[src/sv/mandel_pkg.sv]
package mandel_pkg;

  localparam int COORD_BITS_DEF = 32;
  localparam int MAX_DIM_DEF    = 4096;

  localparam int CFG_W     = 32;
  localparam int CFG_IDX_W = 3;
  localparam int DIM_CFG_W = 13;
  localparam int ITER_W    = 8;
  localparam int COPY_W    = 3;
  localparam int COPY_CNT_W = 2;
  localparam logic [COPY_W-1:0] MAX_COPIES = 3'd4;

  typedef enum logic [CFG_IDX_W-1:0] {
    REG_RE_ORIGIN = 3'd0,
    REG_IM_ORIGIN = 3'd1,
    REG_RE_STEP   = 3'd2,
    REG_IM_STEP   = 3'd3,
    REG_WIDTH     = 3'd4,
    REG_HEIGHT    = 3'd5,
    REG_MAX_ITER  = 3'd6,
    REG_BPP       = 3'd7
  } reg_idx_t;

  typedef struct packed {
    logic [CFG_W-1:0]     re_origin;
    logic [CFG_W-1:0]     im_origin;
    logic [CFG_W-1:0]     re_step;
    logic [CFG_W-1:0]     im_step;
    logic [DIM_CFG_W-1:0] width;
    logic [DIM_CFG_W-1:0] height;
    logic [ITER_W-1:0]    max_iter;
    logic [COPY_W-1:0]    bytes_per_pixel;
  } cfg_t;

  localparam cfg_t CFG_RESET = '{
    re_origin:       32'(-475124531),
    im_origin:       32'd322122547,
    re_step:         32'd212087,
    im_step:         32'(-214748),
    width:           13'd3000,
    height:          13'd3000,
    max_iter:        8'd255,
    bytes_per_pixel: 3'd3
  };

  // microprogram addresses
  typedef enum logic [2:0] {
    STEP_IDLE    = 3'd0,
    STEP_SQ_RE   = 3'd1,
    STEP_SQ_IM   = 3'd2,
    STEP_TEST    = 3'd3,
    STEP_UPDATE  = 3'd4,
    STEP_EMIT    = 3'd5,
    STEP_ADVANCE = 3'd6
  } step_t;

  typedef enum logic [2:0] {
    COND_NEVER       = 3'd0,
    COND_ALWAYS      = 3'd1,
    COND_NO_INPUT    = 3'd2,
    COND_OUT_BUSY    = 3'd3,
    COND_EXIT        = 3'd4,
    COND_MORE_COPIES = 3'd5
  } cond_t;

  typedef enum logic [1:0] {
    MUL_RR = 2'd0,
    MUL_II = 2'd1,
    MUL_RI = 2'd2
  } mul_sel_t;

  typedef struct packed {
    cond_t    stall;
    cond_t    jump;
    step_t    target;
    mul_sel_t mul;
    logic     cap_sr;
    logic     cap_si;
    logic     load;
    logic     upd_z;
    logic     emit;
    logic     adv;
  } ucode_t;

  typedef struct packed {
    mul_sel_t mul;
    logic     cap_sr;
    logic     cap_si;
    logic     load;
    logic     upd_z;
    logic     emit;
    logic     adv;
    logic     idle;
  } ctrl_t;

  typedef struct packed {
    logic in_valid;
    logic out_busy;
    logic exit;
    logic more_copies;
  } status_t;

  typedef struct packed {
    logic [ITER_W-1:0] iter_count;
    logic              last_byte;
    logic              row_end;
    logic              frame_end;
  } res_t;

endpackage

[src/sv/mandel_seq.sv]
module mandel_seq import mandel_pkg::*; (
  input  logic    clk,
  input  logic    rst,
  input  status_t status,
  output ctrl_t   ctrl
);

  step_t  pc;
  step_t  pc_next;
  ucode_t uc;
  logic   stall;
  logic   jump;

  function automatic logic cond_true(input cond_t c, input status_t s);
    logic r;
    case (c)
      COND_NEVER:       r = 1'b0;
      COND_ALWAYS:      r = 1'b1;
      COND_NO_INPUT:    r = !s.in_valid;
      COND_OUT_BUSY:    r = s.out_busy;
      COND_EXIT:        r = s.exit;
      COND_MORE_COPIES: r = s.more_copies;
      default:          r = 1'b0;
    endcase
    return r;
  endfunction

  // control store
  function automatic ucode_t ucode_at(input step_t s);
    ucode_t u;
    u = '0;
    case (s)
      STEP_IDLE: begin
        u.stall = COND_NO_INPUT;
        u.load  = 1'b1;
      end
      STEP_SQ_RE: begin
        u.mul = MUL_RR;
      end
      STEP_SQ_IM: begin
        u.mul    = MUL_II;
        u.cap_sr = 1'b1;
      end
      STEP_TEST: begin
        u.mul    = MUL_RI;
        u.cap_si = 1'b1;
        u.jump   = COND_EXIT;
        u.target = STEP_EMIT;
      end
      STEP_UPDATE: begin
        u.upd_z  = 1'b1;
        u.jump   = COND_ALWAYS;
        u.target = STEP_SQ_RE;
      end
      STEP_EMIT: begin
        u.stall  = COND_OUT_BUSY;
        u.emit   = 1'b1;
        u.jump   = COND_MORE_COPIES;
        u.target = STEP_EMIT;
      end
      STEP_ADVANCE: begin
        u.adv    = 1'b1;
        u.jump   = COND_ALWAYS;
        u.target = STEP_IDLE;
      end
      default: begin
        u.jump   = COND_ALWAYS;
        u.target = STEP_IDLE;
      end
    endcase
    return u;
  endfunction

  always_comb begin
    uc    = ucode_at(pc);
    stall = cond_true(uc.stall, status);
    jump  = cond_true(uc.jump, status);
    if (stall) begin
      pc_next = pc;
    end else if (jump) begin
      pc_next = uc.target;
    end else begin
      pc_next = step_t'(pc + 3'd1);
    end
    ctrl.mul    = uc.mul;
    ctrl.cap_sr = uc.cap_sr && !stall;
    ctrl.cap_si = uc.cap_si && !stall;
    ctrl.load   = uc.load   && !stall;
    ctrl.upd_z  = uc.upd_z  && !stall;
    ctrl.emit   = uc.emit   && !stall;
    ctrl.adv    = uc.adv    && !stall;
    ctrl.idle   = (pc == STEP_IDLE);
  end

  always_ff @(posedge clk) begin
    if (rst) begin
      pc <= STEP_IDLE;
    end else begin
      pc <= pc_next;
    end
  end

endmodule

[src/sv/mandel_dp.sv]
module mandel_dp import mandel_pkg::*; #(
  parameter int COORD_BITS = COORD_BITS_DEF,
  parameter int MAX_DIM    = MAX_DIM_DEF
) (
  input  logic  clk,
  input  logic  rst,
  input  cfg_t  cfg,
  input  ctrl_t ctrl,
  input  logic  restart,
  output logic  exit,
  output logic  more_copies,
  output res_t  res
);

  localparam int CB    = COORD_BITS;
  localparam int F     = CB - 4;
  localparam int PW    = 2 * CB;
  localparam int SW    = PW + 1;
  localparam int CNT_W = $clog2(MAX_DIM);
  localparam int DW0   = ($clog2(MAX_DIM + 1) > DIM_CFG_W) ? $clog2(MAX_DIM + 1) : DIM_CFG_W;
  localparam int DIM_W = DW0 + 1;
  localparam logic [PW-1:0]    LIMIT   = PW'(1) << (2 * F + 2);
  localparam logic [DIM_W-1:0] DIM_MAX = DIM_W'(MAX_DIM);

  logic signed [CB-1:0] zr, zi, cur_re, cur_im;
  logic signed [PW-1:0] prod, sr, si;
  logic [ITER_W-1:0]    it;
  logic [CNT_W-1:0]     col, row;
  logic [COPY_CNT_W-1:0] k;

  logic signed [CB-1:0] re_org, im_org, re_stp, im_stp;
  logic signed [CB-1:0] ma, mb;
  logic signed [SW-1:0] diff, re_sum, im_sum;
  logic [PW-1:0]        mag;
  logic [DIM_W-1:0]     w_raw, h_raw, w_eff, h_eff;
  logic                 rend, fend;
  logic [COPY_W-1:0]    copies;
  logic                 last_copy;

  function automatic logic signed [CB-1:0] sat(input logic signed [SW-1:0] v);
    logic [SW-CB:0] top;
    logic signed [CB-1:0] r;
    top = v[SW-1:CB-1];
    if ((&top) || (~|top)) begin
      r = v[CB-1:0];
    end else if (v[SW-1]) begin
      r = {1'b1, {(CB-1){1'b0}}};
    end else begin
      r = {1'b0, {(CB-1){1'b1}}};
    end
    return r;
  endfunction

  always_comb begin
    re_org = CB'($signed(cfg.re_origin));
    im_org = CB'($signed(cfg.im_origin));
    re_stp = CB'($signed(cfg.re_step));
    im_stp = CB'($signed(cfg.im_step));

    case (ctrl.mul)
      MUL_RR:  begin ma = zr; mb = zr; end
      MUL_II:  begin ma = zi; mb = zi; end
      MUL_RI:  begin ma = zr; mb = zi; end
      default: begin ma = zr; mb = zi; end
    endcase

    // escape test: prod holds zi^2 during the test step
    mag  = sr + prod;
    exit = (mag >= LIMIT) || (it >= cfg.max_iter);

    // next z; prod holds zr*zi during the update step
    diff   = SW'(sr) - SW'(si);
    re_sum = (diff >>> F) + SW'(cur_re);
    im_sum = (SW'(prod) >>> (F - 1)) + SW'(cur_im);

    w_raw = DIM_W'(cfg.width);
    h_raw = DIM_W'(cfg.height);
    w_eff = (w_raw == '0) ? DIM_W'(1) : ((w_raw > DIM_MAX) ? DIM_MAX : w_raw);
    h_eff = (h_raw == '0) ? DIM_W'(1) : ((h_raw > DIM_MAX) ? DIM_MAX : h_raw);
    rend  = (DIM_W'(col) + DIM_W'(1)) >= w_eff;
    fend  = rend && ((DIM_W'(row) + DIM_W'(1)) >= h_eff);

    if (cfg.bytes_per_pixel == '0) begin
      copies = COPY_W'(1);
    end else if (cfg.bytes_per_pixel > MAX_COPIES) begin
      copies = MAX_COPIES;
    end else begin
      copies = cfg.bytes_per_pixel;
    end
    last_copy   = (COPY_W'(k) == (copies - COPY_W'(1)));
    more_copies = !last_copy;

    res.iter_count = it;
    res.last_byte  = last_copy;
    res.row_end    = rend;
    res.frame_end  = fend;
  end

  // shared multiplier, registered
  always_ff @(posedge clk) begin
    prod <= PW'(ma) * PW'(mb);
    if (ctrl.cap_sr) begin
      sr <= prod;
    end
    if (ctrl.cap_si) begin
      si <= prod;
    end
  end

  always_ff @(posedge clk) begin
    if (rst) begin
      zr     <= '0;
      zi     <= '0;
      it     <= '0;
      k      <= '0;
      col    <= '0;
      row    <= '0;
      cur_re <= CB'($signed(CFG_RESET.re_origin));
      cur_im <= CB'($signed(CFG_RESET.im_origin));
    end else begin
      if (ctrl.load) begin
        it <= '0;
        k  <= '0;
        if (restart) begin
          col    <= '0;
          row    <= '0;
          cur_re <= re_org;
          cur_im <= im_org;
          zr     <= re_org;
          zi     <= im_org;
        end else begin
          zr <= cur_re;
          zi <= cur_im;
        end
      end
      if (ctrl.upd_z) begin
        zr <= sat(re_sum);
        zi <= sat(im_sum);
        it <= it + ITER_W'(1);
      end
      if (ctrl.emit) begin
        k <= last_copy ? '0 : k + COPY_CNT_W'(1);
      end
      if (ctrl.adv) begin
        if (!rend) begin
          col    <= col + CNT_W'(1);
          cur_re <= cur_re + re_stp;
        end else begin
          col    <= '0;
          cur_re <= re_org;
          if (fend) begin
            row    <= '0;
            cur_im <= im_org;
          end else begin
            row    <= row + CNT_W'(1);
            cur_im <= cur_im + im_stp;
          end
        end
      end
    end
  end

endmodule

[src/sv/mandelbrot_escape_raster_core.sv]
// Mandelbrot escape-time raster core. Every request on the slave stream asks
// for the next pixel of a raster (s_tdata[0] set restarts the raster at the
// origin first). The core iterates z = z*z + c in signed Q4.(COORD_BITS-4)
// starting from z = c, stops when |z|^2 reaches 4 or the count reaches
// max_iter, and returns the count as bytes_per_pixel copies (1 to 4) on the
// master stream, tlast on the final copy, tuser carrying row and frame ends.
// A small microprogram steps one shared COORD_BITS x COORD_BITS multiplier:
// every iteration steps through zr^2, zi^2, zr*zi with the escape test,
// then the update. One pixel is in work at a time; the next request is
// taken once the last copy sits in the output register, even if the sink
// has not yet taken it. Configuration writes take effect at once and must
// be made while the core is idle; a new real origin applies at the next row
// end, a new imaginary origin at the next frame end, both at a restart.
module mandelbrot_escape_raster_core import mandel_pkg::*; #(
  parameter int COORD_BITS = COORD_BITS_DEF,
  parameter int MAX_DIM    = MAX_DIM_DEF
) (
  input  logic                 clk,
  input  logic                 rst,
  // pixel requests
  input  logic                 s_tvalid,
  output logic                 s_tready,
  input  logic [7:0]           s_tdata,   // [0] restart, [7:1] zero
  // pixel bytes
  output logic                 m_tvalid,
  input  logic                 m_tready,
  output logic [7:0]           m_tdata,   // [7:0] iter_count
  output logic                 m_tlast,   // last_byte
  output logic [1:0]           m_tuser,   // [0] row_end, [1] frame_end
  // configuration writes
  input  logic                 cfg_we,
  input  logic [CFG_IDX_W-1:0] cfg_addr,
  input  logic [CFG_W-1:0]     cfg_data
);

  cfg_t    cfg;
  ctrl_t   ctrl;
  status_t status;
  res_t    res;
  res_t    out_res;
  logic    out_valid;
  logic    exit;
  logic    more_copies;

  // configuration registers
  always_ff @(posedge clk) begin
    if (rst) begin
      cfg <= CFG_RESET;
    end else if (cfg_we) begin
      case (reg_idx_t'(cfg_addr))
        REG_RE_ORIGIN: cfg.re_origin       <= cfg_data;
        REG_IM_ORIGIN: cfg.im_origin       <= cfg_data;
        REG_RE_STEP:   cfg.re_step         <= cfg_data;
        REG_IM_STEP:   cfg.im_step         <= cfg_data;
        REG_WIDTH:     cfg.width           <= cfg_data[DIM_CFG_W-1:0];
        REG_HEIGHT:    cfg.height          <= cfg_data[DIM_CFG_W-1:0];
        REG_MAX_ITER:  cfg.max_iter        <= cfg_data[ITER_W-1:0];
        REG_BPP:       cfg.bytes_per_pixel <= cfg_data[COPY_W-1:0];
        default: ;
      endcase
    end
  end

  // the sequencer stalls on the emit step while the output register is full
  // and not being drained this cycle
  always_comb begin
    status.in_valid    = s_tvalid;
    status.out_busy    = out_valid && !m_tready;
    status.exit        = exit;
    status.more_copies = more_copies;
  end

  mandel_seq u_seq (
    .clk    (clk),
    .rst    (rst),
    .status (status),
    .ctrl   (ctrl)
  );

  mandel_dp #(
    .COORD_BITS (COORD_BITS),
    .MAX_DIM    (MAX_DIM)
  ) u_dp (
    .clk         (clk),
    .rst         (rst),
    .cfg         (cfg),
    .ctrl        (ctrl),
    .restart     (s_tdata[0]),
    .exit        (exit),
    .more_copies (more_copies),
    .res         (res)
  );

  // output register: load a copy on emit, drop it when the sink takes it
  always_ff @(posedge clk) begin
    if (rst) begin
      out_valid <= 1'b0;
    end else if (ctrl.emit) begin
      out_valid <= 1'b1;
    end else if (m_tready) begin
      out_valid <= 1'b0;
    end
  end

  always_ff @(posedge clk) begin
    if (ctrl.emit) begin
      out_res <= res;
    end
  end

  assign s_tready = ctrl.idle;
  assign m_tvalid = out_valid;
  assign m_tdata  = out_res.iter_count;
  assign m_tlast  = out_res.last_byte;
  assign m_tuser  = {out_res.frame_end, out_res.row_end};

endmodule

[config.mk]
export PLATFORM = sky130hd
export DESIGN_NAME = mandelbrot_escape_raster_core
export DESIGN_NICKNAME = d
export VERILOG_FILES = /design/src/sv/mandel_pkg.sv /design/src/sv/mandel_seq.sv /design/src/sv/mandel_dp.sv /design/src/sv/mandelbrot_escape_raster_core.sv
export SDC_FILE = /design/constraint.sdc
export NUM_CORES = 2
export LEC_CHECK = 0
export BUFFER_PORTS_ARGS = -buffer_cell sky130_fd_sc_hd__buf_2
export CAP_MARGIN = 10
export CELL_PAD_IN_SITES_DETAIL_PLACEMENT = 0
export CELL_PAD_IN_SITES_GLOBAL_PLACEMENT = 1
export CORE_ASPECT_RATIO = 1.2
export CORE_MARGIN = 2
export CORE_UTILIZATION = 40
export CTS_CLUSTER_DIAMETER = 30
export DETAILED_ROUTE_END_ITERATION = 12
export MAX_ROUTING_LAYER = met4
export PLACE_DENSITY = 0.68
export SLEW_MARGIN = 25
export SYNTH_ARGS = -nofsm -noshare
export SYNTH_HDL_FRONTEND = slang
export SYNTH_SLANG_ARGS = --single-unit
[constraint.sdc]
create_clock -name clk -period 14.3 [get_ports clk]
set_clock_uncertainty 0.15 [all_clocks]
set_input_delay 1.43 -clock clk [delete_from_list [all_inputs] [get_ports clk]]
set_output_delay 1.43 -clock clk [all_outputs]
set_load 0.1 [all_outputs]
==> flow_summary.json <==
{
  "rsz0062_at_grt": "false",
  "setup_violations": 0,
  "max_freq_ghz": 0.0813,
  "cts_hold_buf": 0,
  "htree_levels": 3,
  "fin_area_um2": 75200,
  "clkTransAtPathRegs_ns": 0.05,
  "slew_headroom_pct": 23.7,
  "worstMarginPinSlew_ns": 1.12,
  "hp-class": "flop to flop",
  "yosys-top-cells-area": "fa_1, dfxtp_1, ha_1",
  "cts-buffers-inserted": 106,
  "dpl-instance-area_um2": 71300,
  "antenna_left": 0,
  "critical-path-max-stage-delay_ns": 0.90,
  "wl_mm": 244,
  "max-cap-violations": 0,
  "period_minus_slack_ns": 12.30,
  "cp-end-kind": "flop",
  "drt_pass1_iterations": 6,
  "vias_per_cell": 5.53,
  "netlist.area_leader.share_pct": 31.9,
  "holdWs_ns": 0.310,
  "worstPathArrival_ns": 12.76,
  "place_congestion": 0.980,
  "grt_overflow_total": 0,
  "cp.required_ns": 14.76,
  "yosys.area.top_type": "fa_1",
  "grt_pass1_vias": 56600,
  "synth-seq-cells": 534,
  "status": "finished clean",
  "cts_max_path_buffers": 3,
  "initial_core_util_pct": 40.3,
  "clockRootBuffer": "clkbuf_16",
  "dr_total_vias": 55200,
  "grt_use_total_pct": 28.8,
  "synthTopCellsByCount": "inv_1, fa_1, nand2_1",
  "dpl.hpwl_mm": 190,
  "synth_edf_count": 139,
  "nFillCells": 16700,
  "io_pins": 61,
  "post_cts_resized": 0,
  "drc": 0,
  "ys_seq_area_share_pct": 17.7,
  "final_cells": 9975,
  "dpl.cell_count": 9766,
  "syn_to_final_growth_pct": 10.3,
  "grt_pass1_wl_mm": 362,
  "syn-instance-count": 7662,
  "critical_path_class": "flop to flop",
  "ys_warn_count": 0,
  "cp_slowest_cell": "mux2_2",
  "cpMostUsedCell": "fa_1",
  "core-area_um2": 169000,
  "avgSynthCellArea_um2": 8.89,
  "hold_viol": 0,
  "die_h_um": 456,
  "grt_max_degree": 81,
  "synth.distinct_cells": 93,
  "path_max_fanout": 40,
  "portBuffers": 53,
  "synth-main-ff-cell": "dfxtp_1",
  "worstSetupStartpointType": "flop",
  "layout.nets": 9245,
  "drt_iter0_markers": 4057,
  "synth_nets": 9286,
  "layout-drive-gt1-share_pct": 6.91,
  "period_share_pct": 86.0,
  "slew_violations": 0,
  "die_w_um": 381,
  "tritoncts": "built",
  "dieArea_um2": 174000,
  "synth_most_common_cell": "inv_1",
  "syn_area_um2": 68100,
  "cts.sinks": 534,
  "postCtsSetupBuffers": 0,
  "setup_tns_ns": 0,
  "antenna_found_initial": 5,
  "regArea_um2": 12100,
  "rows": 165,
  "clk_latency_ns": 0.71,
  "multiInputGateArea_um2": 51100,
  "synthArstFlopShare_pct": 0,
  "wire_per_inst_um": 24.5
}
-- cell families after synthesis --
family,count (synthesis),synth area share [%]
compound gates,1286,12.3
xor+xnor,235,3.02
fa+ha+maj,1576,40.9
buf+inv,1450,8.02
flops,534,17.7
mux,203,3.10
simple gates,2378,14.9
-- state kept, by name (all words and copies together) (netlist names), 3 cells and up --
register / count
u_dp.col: 12
u_dp.cur_re: 32
u_dp.zi: 32
u_dp.zr: 32
cfg: 165
u_dp.si: 64
u_dp.cur_im: 32
m_tdata: 8
u_seq.pc: 3
u_dp.prod: 64
u_dp.row: 12
u_dp.it: 8
u_dp.sr: 64
-- path summary, 6_finish.rpt --
| kind | from | end | slack, ns | cells after the start |
|---|---|---|---|---|
| worst max-delay path | u_seq.pc[2] | u_dp.prod[63] | 2.00 | 33 |
| worst min-delay path | cfg[139] | u_dp.cur_re[6] | 0.31 | 2 |
| worst max register to register | u_seq.pc[2] | u_dp.prod[63] | 2.00 | 33 |
| worst min register to register | cfg[139] | u_dp.cur_re[6] | 0.31 | 2 |
-- cells in the final DEF (no fill, tap or decap), drive strengths merged, types with 19 or more instances in the layout --
cell type     n
a211oi       62
a21o        213
a21oi       397
a22oi        19
a31oi        26
and2         19
and3         48
buf         160
clkbuf      125
clkinv       25
dfxtp       395
edfxtp      139
fa         1087
ha          489
inv        1170
mux2         64
mux2i       139
nand2      1018
nand2b       39
nand3       161
nand4        52
nor2        805
nor2b        49
nor3         92
o211ai       35
o21a         51
o21ai       219
o21bai       28
o22ai        31
or3          20
xnor2       153
xor2         82
-- area by class of cell --
class / count / area share, %
clock buffers: 125 / 3.86
inverters: 1141 / 5.70
diodes: 6 / 0.0200
well taps: 2254 / 3.75
repair buffers: 160 / 1.48
multi-input cells: 5678 / 68.0
flip-flops and latches: 534 / 16.1
clock inverters: 77 / 1.15
-- routing by layer --
layer	GRT usage, %	vias to the layer above	part of all wire (%)
li1	-	24900	-
met1	35.4	28100	41
met2	48.7	1742	49
met3	2.84	403	5.6
met4	11.2	0	4.5
met5	-	-	0
-- metrics by stage --
stage / utilization, % / setup WS (ns)
after global placement: 42.2 / 2.21
after global routing: 44.5 / 1.54
after detailed placement: 42.2 / 2.08
after floorplan: - / 3.90
final: 44.5 / 2.00
after CTS: 44.5 / 2.05
-- worst max-delay path, delay by kind of cell, from the launching register on --
family,cells,cell delay [ns]
adder cells (fa/ha/maj),10,4.79
AO/OA/AOI/OAI,10,3.34
buffers and inverters,9,1.87
multiplexers,1,0.90
flip-flops,1,0.49
AND/OR/NAND/NOR,2,0.39
XOR/XNOR,1,0.14
Power is not shown: default switching activity piles up to over one toggle a cycle in this logic, so the estimate is an artifact.
